--- src/hdl/rwlm_pkg.sv ---
// ----------------------------------------------------------------------------
// rwlm_pkg
// Shared codes and types for the reader-writer lock manager.
// ----------------------------------------------------------------------------
package rwlm_pkg;

  localparam logic [2:0] CMD_READ      = 3'd0;
  localparam logic [2:0] CMD_WRITE     = 3'd1;
  localparam logic [2:0] CMD_TRY_READ  = 3'd2;
  localparam logic [2:0] CMD_TRY_WRITE = 3'd3;
  localparam logic [2:0] CMD_UNLOCK    = 3'd4;
  localparam logic [2:0] CMD_WITHDRAW  = 3'd5;

  localparam logic [2:0] ST_GRANTED    = 3'd0;
  localparam logic [2:0] ST_QUEUED     = 3'd1;
  localparam logic [2:0] ST_BUSY       = 3'd2;
  localparam logic [2:0] ST_DEADLOCK   = 3'd3;
  localparam logic [2:0] ST_INVALID    = 3'd4;
  localparam logic [2:0] ST_TIMEDOUT   = 3'd5;
  localparam logic [2:0] ST_AGAIN      = 3'd6;
  localparam logic [2:0] ST_NOTWAITING = 3'd7;

  // Controller request to the result stage.
  typedef struct packed {
    logic       push;
    logic       flush;
    logic [2:0] status;
  } rwlm_emit_t;

  // Result stage capacity back to the controller.
  typedef struct packed {
    logic room;
    logic free;
  } rwlm_room_t;

endpackage

--- src/hdl/rwlm_ram.sv ---
// ----------------------------------------------------------------------------
// rwlm_ram
// Generic single-write, single-read memory with registered read data.
// ----------------------------------------------------------------------------
module rwlm_ram #(
  parameter int WIDTH = 9,
  parameter int DEPTH = 16
) (
  input  logic                     clk,
  input  logic                     we,
  input  logic [$clog2(DEPTH)-1:0] wr_addr,
  input  logic [WIDTH-1:0]         wr_data,
  input  logic [$clog2(DEPTH)-1:0] rd_addr,
  output logic [WIDTH-1:0]         rd_data
);

  logic [WIDTH-1:0] mem [DEPTH];
  logic [WIDTH-1:0] rd_data_r;

  always_ff @(posedge clk) begin
    if (we) begin
      mem[wr_addr] <= wr_data;
    end
    rd_data_r <= mem[rd_addr];
  end

  assign rd_data = rd_data_r;

endmodule

--- src/hdl/rwlm_out.sv ---
// ----------------------------------------------------------------------------
// rwlm_out
// Result staging: one pending result plus the output register, so the
// final result of a request can be tagged last once the walk has ended.
// ----------------------------------------------------------------------------
module rwlm_out
  import rwlm_pkg::*;
#(
  parameter int THREAD_ID_BITS = 8
) (
  input  logic                      clk,
  input  logic                      rst_n,
  input  rwlm_emit_t                emit,
  input  logic [THREAD_ID_BITS-1:0] emit_tid,
  output rwlm_room_t                room,
  output logic                      out_valid,
  input  logic                      out_stall,
  output logic [THREAD_ID_BITS-1:0] out_thread_id_res,
  output logic [2:0]                out_status,
  output logic                      out_last
);

  logic                      pend_v_r, pend_v_nxt;
  logic [THREAD_ID_BITS-1:0] pend_tid_r;
  logic [2:0]                pend_st_r;
  logic                      out_valid_r, out_valid_nxt;
  logic [THREAD_ID_BITS-1:0] out_tid_r;
  logic [2:0]                out_st_r;
  logic                      out_last_r;
  logic                      out_free;
  logic                      move;

  assign out_free  = !out_valid_r || !out_stall;
  assign room.free = out_free;
  assign room.room = !pend_v_r || out_free;
  // push only arrives with room; flush only completes with a free output
  assign move = pend_v_r && ((emit.push) || (emit.flush && out_free));

  always_comb begin
    out_valid_nxt = out_valid_r && out_stall;
    if (move) begin
      out_valid_nxt = 1'b1;
    end
    pend_v_nxt = pend_v_r;
    if (emit.push) begin
      pend_v_nxt = 1'b1;
    end else if (emit.flush && out_free) begin
      pend_v_nxt = 1'b0;
    end
  end

  always_ff @(posedge clk) begin
    if (!rst_n) begin
      pend_v_r    <= 1'b0;
      out_valid_r <= 1'b0;
    end else begin
      pend_v_r    <= pend_v_nxt;
      out_valid_r <= out_valid_nxt;
    end
    if (move) begin
      out_tid_r  <= pend_tid_r;
      out_st_r   <= pend_st_r;
      out_last_r <= emit.flush && !emit.push;
    end
    if (emit.push) begin
      pend_tid_r <= emit_tid;
      pend_st_r  <= emit.status;
    end
  end

  assign out_valid         = out_valid_r;
  assign out_thread_id_res = out_tid_r;
  assign out_status        = out_st_r;
  assign out_last          = out_last_r;

endmodule

--- src/hdl/reader_writer_lock_manager.sv ---
// ----------------------------------------------------------------------------
// reader_writer_lock_manager
// Writer-preferring reader-writer lock manager with an ordered waiter queue.
// ----------------------------------------------------------------------------
// Each input item is one request from one thread; the requester always gets
// the first result item and woken waiters follow in queue order, the final
// one flagged by out_last. Lock, try-lock and invalid requests are decided
// when accepted and finish through S_FIN. Unlock and withdraw walk the waiter
// queue held in a one-port-read RAM, one entry per cycle unless a grant finds
// staging full, reading ahead and compacting kept entries in place: a
// withdraw walks the queue once to drop the oldest entry of the requester
// and then, if one was dropped, may walk it again to wake waiters.
// No new item is taken until all results of the current one are staged; the
// last result may still sit in the output register while the next item is
// accepted. The queue RAM needs no clearing after reset: only entries below
// the fill count are ever read.
// ----------------------------------------------------------------------------
module reader_writer_lock_manager
  import rwlm_pkg::*;
#(
  parameter int MAX_WAITERS       = 16,
  parameter int THREAD_ID_BITS    = 8,
  parameter int READER_COUNT_BITS = 16
) (
  input  logic                      clk,
  input  logic                      rst_n,
  input  logic                      in_valid,
  output logic                      in_stall,
  input  logic [2:0]                in_command,
  input  logic [THREAD_ID_BITS-1:0] in_thread_id,
  output logic                      out_valid,
  input  logic                      out_stall,
  output logic [THREAD_ID_BITS-1:0] out_thread_id_res,
  output logic [2:0]                out_status,
  output logic                      out_last
);

  localparam int IDX_W = (MAX_WAITERS > 1) ? $clog2(MAX_WAITERS) : 1;
  localparam int LEN_W = $clog2(MAX_WAITERS + 1);
  localparam int ENT_W = THREAD_ID_BITS + 1;

  localparam logic [2:0] S_IDLE  = 3'd0;
  localparam logic [2:0] S_PRIME = 3'd1;
  localparam logic [2:0] S_PROC  = 3'd2;
  localparam logic [2:0] S_WEND  = 3'd3;
  localparam logic [2:0] S_WAKE  = 3'd4;
  localparam logic [2:0] S_FIN   = 3'd5;

  localparam logic [1:0] M_WITHDRAW = 2'd0;
  localparam logic [1:0] M_WAKE_WR  = 2'd1;
  localparam logic [1:0] M_WAKE_RD  = 2'd2;

  logic [2:0]                   state_r, state_nxt;
  logic [1:0]                   mode_r, mode_nxt;
  logic [THREAD_ID_BITS-1:0]    owner_r, owner_nxt;
  logic [READER_COUNT_BITS-1:0] rc_r, rc_nxt;
  logic [LEN_W-1:0]             wwc_r, wwc_nxt;
  logic [LEN_W-1:0]             qlen_r, qlen_nxt;
  logic [IDX_W-1:0]             p_r, p_nxt;
  logic [LEN_W-1:0]             j_r, j_nxt;
  logic                         found_r, found_nxt;
  logic [THREAD_ID_BITS-1:0]    tid_r, tid_nxt;

  logic                         ram_we;
  logic [IDX_W-1:0]             ram_waddr, ram_raddr;
  logic [ENT_W-1:0]             ram_wdata, ram_rdata;

  rwlm_emit_t                   emit;
  logic [THREAD_ID_BITS-1:0]    emit_tid;
  rwlm_room_t                   room;

  logic                         e_wr;
  logic [THREAD_ID_BITS-1:0]    e_tid;
  logic                         drop, adv, last_ent;
  logic                         rc_full;
  logic                         wr_req, try_req, ok;

  assign e_wr     = ram_rdata[ENT_W-1];
  assign e_tid    = ram_rdata[THREAD_ID_BITS-1:0];
  assign rc_full  = (rc_r == '1);
  assign last_ent = ((LEN_W'(p_r) + 1'b1) == qlen_r);
  assign in_stall = (state_r != S_IDLE);
  assign wr_req   = in_command[0];
  assign try_req  = in_command[1];
  assign ok       = wr_req ? (owner_r == '0 && rc_r == '0)
                           : (owner_r == '0 && wwc_r == '0);

  // Decide whether the entry at the head of the walk is dropped (granted
  // or withdrawn); kept entries slide down to the compaction pointer.
  always_comb begin
    drop = 1'b0;
    case (mode_r)
      M_WITHDRAW: drop = !found_r && (e_tid == tid_r);
      M_WAKE_WR:  drop = !found_r && e_wr;
      M_WAKE_RD:  drop = !e_wr && !rc_full;
      default:    drop = 1'b0;
    endcase
  end

  // Stall the walk only when a grant must go out and staging is full.
  assign adv = !(drop && (mode_r != M_WITHDRAW) && !room.room);

  always_comb begin
    state_nxt = state_r;
    mode_nxt  = mode_r;
    owner_nxt = owner_r;
    rc_nxt    = rc_r;
    wwc_nxt   = wwc_r;
    qlen_nxt  = qlen_r;
    p_nxt     = p_r;
    j_nxt     = j_r;
    found_nxt = found_r;
    tid_nxt   = tid_r;
    emit      = '0;
    emit_tid  = tid_r;
    ram_we    = 1'b0;
    ram_waddr = j_r[IDX_W-1:0];
    ram_wdata = ram_rdata;
    ram_raddr = p_r;

    unique case (state_r)
      S_IDLE: begin
        if (in_valid) begin
          tid_nxt   = in_thread_id;
          emit_tid  = in_thread_id;
          emit.push = 1'b1;
          state_nxt = S_FIN;
          if (in_thread_id == '0) begin
            emit.status = ST_AGAIN;
          end else begin
            case (in_command) inside
              CMD_READ, CMD_WRITE, CMD_TRY_READ, CMD_TRY_WRITE: begin
                if (ok) begin
                  if (wr_req) begin
                    owner_nxt   = in_thread_id;
                    emit.status = ST_GRANTED;
                  end else if (rc_full) begin
                    emit.status = ST_AGAIN;
                  end else begin
                    rc_nxt      = rc_r + 1'b1;
                    emit.status = ST_GRANTED;
                  end
                end else if (owner_r == in_thread_id) begin
                  emit.status = try_req ? ST_BUSY : ST_DEADLOCK;
                end else if (try_req) begin
                  emit.status = ST_BUSY;
                end else if (qlen_r == LEN_W'(MAX_WAITERS)) begin
                  emit.status = ST_AGAIN;
                end else begin
                  // append at the tail
                  ram_we      = 1'b1;
                  ram_waddr   = qlen_r[IDX_W-1:0];
                  ram_wdata   = {wr_req, in_thread_id};
                  qlen_nxt    = qlen_r + 1'b1;
                  if (wr_req) begin
                    wwc_nxt = wwc_r + 1'b1;
                  end
                  emit.status = ST_QUEUED;
                end
              end
              CMD_UNLOCK: begin
                if (owner_r == in_thread_id) begin
                  owner_nxt   = '0;
                  emit.status = ST_GRANTED;
                  state_nxt   = S_WAKE;
                end else if (rc_r != '0) begin
                  rc_nxt      = rc_r - 1'b1;
                  emit.status = ST_GRANTED;
                  state_nxt   = S_WAKE;
                end else begin
                  emit.status = ST_INVALID;
                end
              end
              CMD_WITHDRAW: begin
                if (qlen_r == '0) begin
                  emit.status = ST_NOTWAITING;
                end else begin
                  // result goes out after the walk
                  emit.push = 1'b0;
                  mode_nxt  = M_WITHDRAW;
                  found_nxt = 1'b0;
                  p_nxt     = '0;
                  j_nxt     = '0;
                  state_nxt = S_PRIME;
                end
              end
              default: emit.status = ST_INVALID;
            endcase
          end
        end
      end
      S_PRIME: begin
        state_nxt = S_PROC;
      end
      S_PROC: begin
        if (adv) begin
          ram_raddr = last_ent ? '0 : p_r + 1'b1;
          p_nxt     = p_r + 1'b1;
          if (drop) begin
            found_nxt = 1'b1;
            case (mode_r)
              M_WITHDRAW: begin
                if (e_wr) begin
                  wwc_nxt = wwc_r - 1'b1;
                end
              end
              M_WAKE_WR: begin
                owner_nxt   = e_tid;
                wwc_nxt     = wwc_r - 1'b1;
                emit.push   = 1'b1;
                emit.status = ST_GRANTED;
                emit_tid    = e_tid;
              end
              default: begin
                rc_nxt      = rc_r + 1'b1;
                emit.push   = 1'b1;
                emit.status = ST_GRANTED;
                emit_tid    = e_tid;
              end
            endcase
          end else begin
            ram_we = 1'b1;
            j_nxt  = j_r + 1'b1;
          end
          if (last_ent) begin
            qlen_nxt  = j_nxt;
            state_nxt = (mode_r == M_WITHDRAW) ? S_WEND : S_FIN;
          end
        end
      end
      S_WEND: begin
        emit.push = 1'b1;
        if (found_r) begin
          emit.status = ST_TIMEDOUT;
          state_nxt   = S_WAKE;
        end else begin
          emit.status = ST_NOTWAITING;
          state_nxt   = S_FIN;
        end
      end
      S_WAKE: begin
        found_nxt = 1'b0;
        p_nxt     = '0;
        j_nxt     = '0;
        state_nxt = S_FIN;
        if (owner_r == '0 && qlen_r != '0) begin
          if (rc_r == '0 && wwc_r != '0) begin
            mode_nxt  = M_WAKE_WR;
            state_nxt = S_PRIME;
          end else if (wwc_r == '0) begin
            mode_nxt  = M_WAKE_RD;
            state_nxt = S_PRIME;
          end
        end
      end
      S_FIN: begin
        emit.flush = 1'b1;
        if (room.free) begin
          state_nxt = S_IDLE;
        end
      end
      default: state_nxt = S_IDLE;
    endcase
  end

  always_ff @(posedge clk) begin
    if (!rst_n) begin
      state_r <= S_IDLE;
      mode_r  <= M_WITHDRAW;
      owner_r <= '0;
      rc_r    <= '0;
      wwc_r   <= '0;
      qlen_r  <= '0;
      found_r <= 1'b0;
      p_r     <= '0;
      j_r     <= '0;
    end else begin
      state_r <= state_nxt;
      mode_r  <= mode_nxt;
      owner_r <= owner_nxt;
      rc_r    <= rc_nxt;
      wwc_r   <= wwc_nxt;
      qlen_r  <= qlen_nxt;
      found_r <= found_nxt;
      p_r     <= p_nxt;
      j_r     <= j_nxt;
    end
    tid_r <= tid_nxt;
  end

  rwlm_ram #(
    .WIDTH (ENT_W),
    .DEPTH (MAX_WAITERS)
  ) u_queue (
    .clk     (clk),
    .we      (ram_we),
    .wr_addr (ram_waddr),
    .wr_data (ram_wdata),
    .rd_addr (ram_raddr),
    .rd_data (ram_rdata)
  );

  rwlm_out #(
    .THREAD_ID_BITS (THREAD_ID_BITS)
  ) u_out (
    .clk               (clk),
    .rst_n             (rst_n),
    .emit              (emit),
    .emit_tid          (emit_tid),
    .room              (room),
    .out_valid         (out_valid),
    .out_stall         (out_stall),
    .out_thread_id_res (out_thread_id_res),
    .out_status        (out_status),
    .out_last          (out_last)
  );

  a_wwc_le_len: assert property (@(posedge clk) disable iff (!rst_n)
    wwc_r <= qlen_r) else $error("waiting writers exceed queue length");

  a_len_max: assert property (@(posedge clk) disable iff (!rst_n)
    qlen_r <= LEN_W'(MAX_WAITERS)) else $error("queue length overflow");

  a_excl: assert property (@(posedge clk) disable iff (!rst_n)
    !(owner_r != '0 && rc_r != '0)) else $error("writer and readers together");

  a_compact: assert property (@(posedge clk) disable iff (!rst_n)
    (state_r == S_PROC && ram_we) |-> (j_r <= LEN_W'(p_r)))
    else $error("compaction write ahead of read");

endmodule
--- config.mk ---
export PLATFORM = sky130hd
export DESIGN_NAME = reader_writer_lock_manager
export DESIGN_NICKNAME = d
export VERILOG_FILES = /design/src/hdl/rwlm_pkg.sv /design/src/hdl/rwlm_ram.sv /design/src/hdl/rwlm_out.sv /design/src/hdl/reader_writer_lock_manager.sv
export SDC_FILE = /design/constraint.sdc
export NUM_CORES = 1
export LEC_CHECK = 0
export ABC_AREA = 1
export BUFFER_PORTS_ARGS = -buffer_cell sky130_fd_sc_hd__buf_2
export CAP_MARGIN = 5
export CORE_AREA = 2 2 140 142
export DETAILED_ROUTE_END_ITERATION = 8
export DIE_AREA = 0 0 142 144
export PLACE_DENSITY = 0.86
export SYNTH_ARGS = -nofsm -noshare
export SYNTH_HDL_FRONTEND = slang
export SYNTH_SLANG_ARGS = --single-unit
export TNS_END_PERCENT = 100
--- constraint.sdc ---
create_clock -name clk -period 6.1 [get_ports clk]
set_clock_uncertainty 0.15 [all_clocks]
set_input_delay 0.61 -clock clk [delete_from_list [all_inputs] [get_ports clk]]
set_output_delay 0.61 -clock clk [all_outputs]
set_load 0.01 [all_outputs]
==> impl_metrics.tcl <==
set metrics [dict create \
    status "complete, no violations" \
    initial_core_util_pct 63.20 \
    whs_path_depth 0 \
    cp_max_fo 37 \
    setup.worst_path.class "register to register" \
    clk_pin_slew_ps 60 \
    cp.required_ps 6350 \
    cts_tree "yes" \
    grt_antenna_before_repair 1 \
    numCtsBuffers 25 \
    cts_htree_levels 1 \
    area_growth_pct 8.644 \
    via_per_inst 5.946 \
    p_leak_nw 5.394 \
    die_x_um 142 \
    setup_violations 0 \
    num_vias 9840 \
    port_buffers 28 \
    cts_resized 0 \
    drt-initial-drc-count 1086 \
    final_nets 1426 \
    hold_viol_final 0 \
    hpwl_um 19580 \
    r2r_start "state_r[0]" \
    grt_pass1_wl_um 46990 \
    io_pins 29 \
    layout-drive-gt1-share_pct 8.257 \
    grt_max_degree 73 \
    wl_um 30240 \
    core-area_mm2 0.01908 \
    wl_per_cell_um 18.27 \
    postRouteAntennaNets 0 \
    cts_hold_buffers 0 \
    path_delay_family "simple AND/OR/NAND/NOR gates" \
    cts_buffer_depth 3 \
    ys_seq_area_share_pct 53.54 \
    r2r_cells 13 \
    ir_worst_vdd_mv 0.3278 \
    path_cells "nor2_4 -> inv_4 -> nor2_4 -> inv_2 -> a21oi_4 -> nand3_1 -> nand2_2 -> buf_4 -> inv_2 -> nand2_1 -> nand3_1 -> nand3_1 -> nand2_1" \
    grt_pass1_vias 9238 \
    powerDensity_mw_per_mm2 544.7 \
    path_buf_inv 4 \
    slowest_delay_ps 590 \
    syn-cell-area_mm2 0.01206 \
    synthCells 1391 \
    die_h_um 144 \
    worstHoldStart "u_out.pend_st_r[2]" \
    syn_nets 1417 \
    dp.cells 1610 \
    yosysTopAreaCell "edfxtp_1" \
    cts-root-buf "clkbuf_16" \
    holdPathEnd "u_out.out_status[2]" \
    syn_avg_cell_area_um2 8.668 \
    fin_crit_sh_pct 67.27 \
    critPathArrivalTime_ps 4350 \
    insertedDiodeCount 0 \
    synth-seq-cells 235 \
    worstSetupEndpointType "register" \
    cp_slowest_cell "nor2_4" \
    hp-class "register to register" \
    insertion_delay_ps 520 \
    place.gp.congestion 1.000 \
    cap_violations 0 \
    crit_top_cell "nand3_1" \
    row_count 51 \
    regToRegSetupSlack_ps 2000 \
    relSlewSlack_pct 21.81 \
    timing.fmax_mhz 243.7 \
    rsz0062_at_grt "false" \
    start_kind "register" \
    stdcell_count 1655 \
    ys.warnings.count 0 \
    cts_setup_buffers 0 \
    drv_slew 0 \
    tns_ps 0 \
    synthTopCellsByArea "edfxtp_1 44%, nand2_1 11%, dfxtp_1 10%" \
    worst_pin_slew_ps 1166 \
    netlist.area_leader.share_pct 43.58 \
    synth_cell_type_count 52 \
    dieArea_mm2 0.02045 \
    drc 0 \
    grt_usage_pct 29.21 \
    firstDrtPassIters 6 \
    clock-sinks 235 \
    r2r_end "u_queue.rd_data[7]" \
    fin_crit_ps 4104 \
    grt-ovfl-total 0 \
]
-- cells in the mapped netlist, drive strengths merged --
cell	count
a211oi	2
a21boi	1
a21oi	68
a22oi	3
a41oi	1
buf	36
clkbuf	22
clkinv	4
dfxtp	60
edfxtp	175
fa	1
ha	10
inv	172
nand2	356
nand3	183
nand3b	19
nand4	17
nor2	91
nor3	15
nor4	10
o2111ai	2
o211ai	4
o21a	6
o21ai	78
o221ai	8
o22ai	1
o2bb2ai	1
o311ai	1
o31ai	4
or2	2
xnor2	7
xor2	31
-- routing by layer --
layer  GRT usage (%)  up-vias  wire length [um]
li1                -     4683                 -
met1           37.83     4536             11960
met2           48.44      542             14410
met3           5.331       79              2814
met4           12.95        0              1059
met5               0        -                 0
-- logic make-up after synthesis --
group                      after synthesis  synth area share, %
AOI/OAI and AO/OA                      180                8.665
xor gates and xnor gates                38                2.822
adders and majority gates               11                1.204
buffers and inverters                  234                7.876
DFF                                    235                53.54
and+or+nand+nor                        693                25.89
-- where the power goes --
part	switching [W]	total [W]	internal (W)
Combinational	0.00220	0.00314	0.000932
Sequential	0.000273	0.00252	0.00225
Clock	0.000596	0.00148	0.000884
Total	0.00307	0.00714	0.00406
-- registers in the layout (all words and copies together), names as in the netlist, 3 cells and up --
signal,cells
j_r,5
owner_r,8
u_out.out_thread_id_res,8
u_queue.rd_data,9
wwc_r,5
u_queue.mem,144
rc_r,16
tid_r,8
u_out.out_status,3
qlen_r,5
u_out.pend_st_r,3
p_r,4
state_r,3
u_out.pend_tid_r,8
-- per-stage QoR --
step | instance area (um2) | power, W | utilization (%) | hold slack, ps | worst slack, ps
2_1_floorplan | 12060 | 0.004736 | - | 250.3 | 3184
3_3_place_gp | 12280 | 0.005460 | 64.38 | 250.5 | 2164
3_5_place_dp | 12300 | 0.005569 | 64.44 | 254.5 | 2137
4_1_cts | 13090 | 0.007070 | 68.62 | 265.4 | 2100
5_1_grt | 13100 | 0.007564 | 68.66 | 273.7 | 1799
6_report | 13100 | 0.007136 | 68.66 | 264.1 | 1996
-- area by class of cell --
cell class,count,area [um2]
well taps,238,297.8
flip-flops and latches,235,6456
clock inverters,8,90.09
inverters,176,663.1
fillers,1403,5979
multi-input cells,922,4652
clock buffers,36,706.9
repair buffers,40,234.0
-- how the worst max path moves through the flow --
stage	from	endpoint	slack (ps)	depth (start not counted)
2_1_floorplan	in_thread_id[7]	u_queue.mem[10][0]	3180	14
3_3_place_gp	state_r[0]	u_queue.rd_data[5]	2160	13
3_5_place_dp	state_r[0]	u_queue.rd_data[7]	2140	13
4_1_cts	state_r[0]	u_queue.rd_data[5]	2100	13
5_1_grt	state_r[0]	u_queue.rd_data[5]	1800	13
6_report	state_r[0]	u_queue.rd_data[7]	2000	13
-- worst reg2reg max path, stage by stage (launching register included) --
cell	delay [ps]
dfxtp_1	350
nor2_4	300
inv_4	100
nor2_4	590
inv_2	480
a21oi_4	360
nand3_1	130
nand2_2	70
buf_4	400
inv_2	430
nand2_1	210
nand3_1	140
nand3_1	170
nand2_1	90
-- cells in the final DEF, fill, tap and decap left out, types with 6 or more instances in the layout --
| cell type | netlist | layout |
|---|---|---|
| o21ai_0 | 70 | 61 |
| clkbuf_1 | 21 | 7 |
| ha_1 | 10 | 10 |
| edfxtp_1 | 175 | 175 |
| nor4_1 | 10 | 10 |
| inv_2 | 12 | 12 |
| xor2_1 | 30 | 30 |
| xnor2_1 | 7 | 7 |
| nor2_1 | 82 | 82 |
| o221ai_1 | 8 | 8 |
| nand3b_1 | 19 | 19 |
| dfxtp_1 | 60 | 60 |
| clkbuf_16 | 0 | 25 |
| nand4_1 | 17 | 17 |
| buf_2 | 24 | 28 |
| o21ai_1 | 5 | 14 |
| nand2_1 | 350 | 350 |
| inv_1 | 159 | 159 |
| a21oi_1 | 67 | 67 |
| nor3_1 | 14 | 14 |
| buf_4 | 8 | 11 |
| o21a_1 | 6 | 6 |
| nand3_1 | 177 | 177 |
| clkinv_1 | 4 | 6 |
Note: power is estimated with default switching activity, not from simulation.
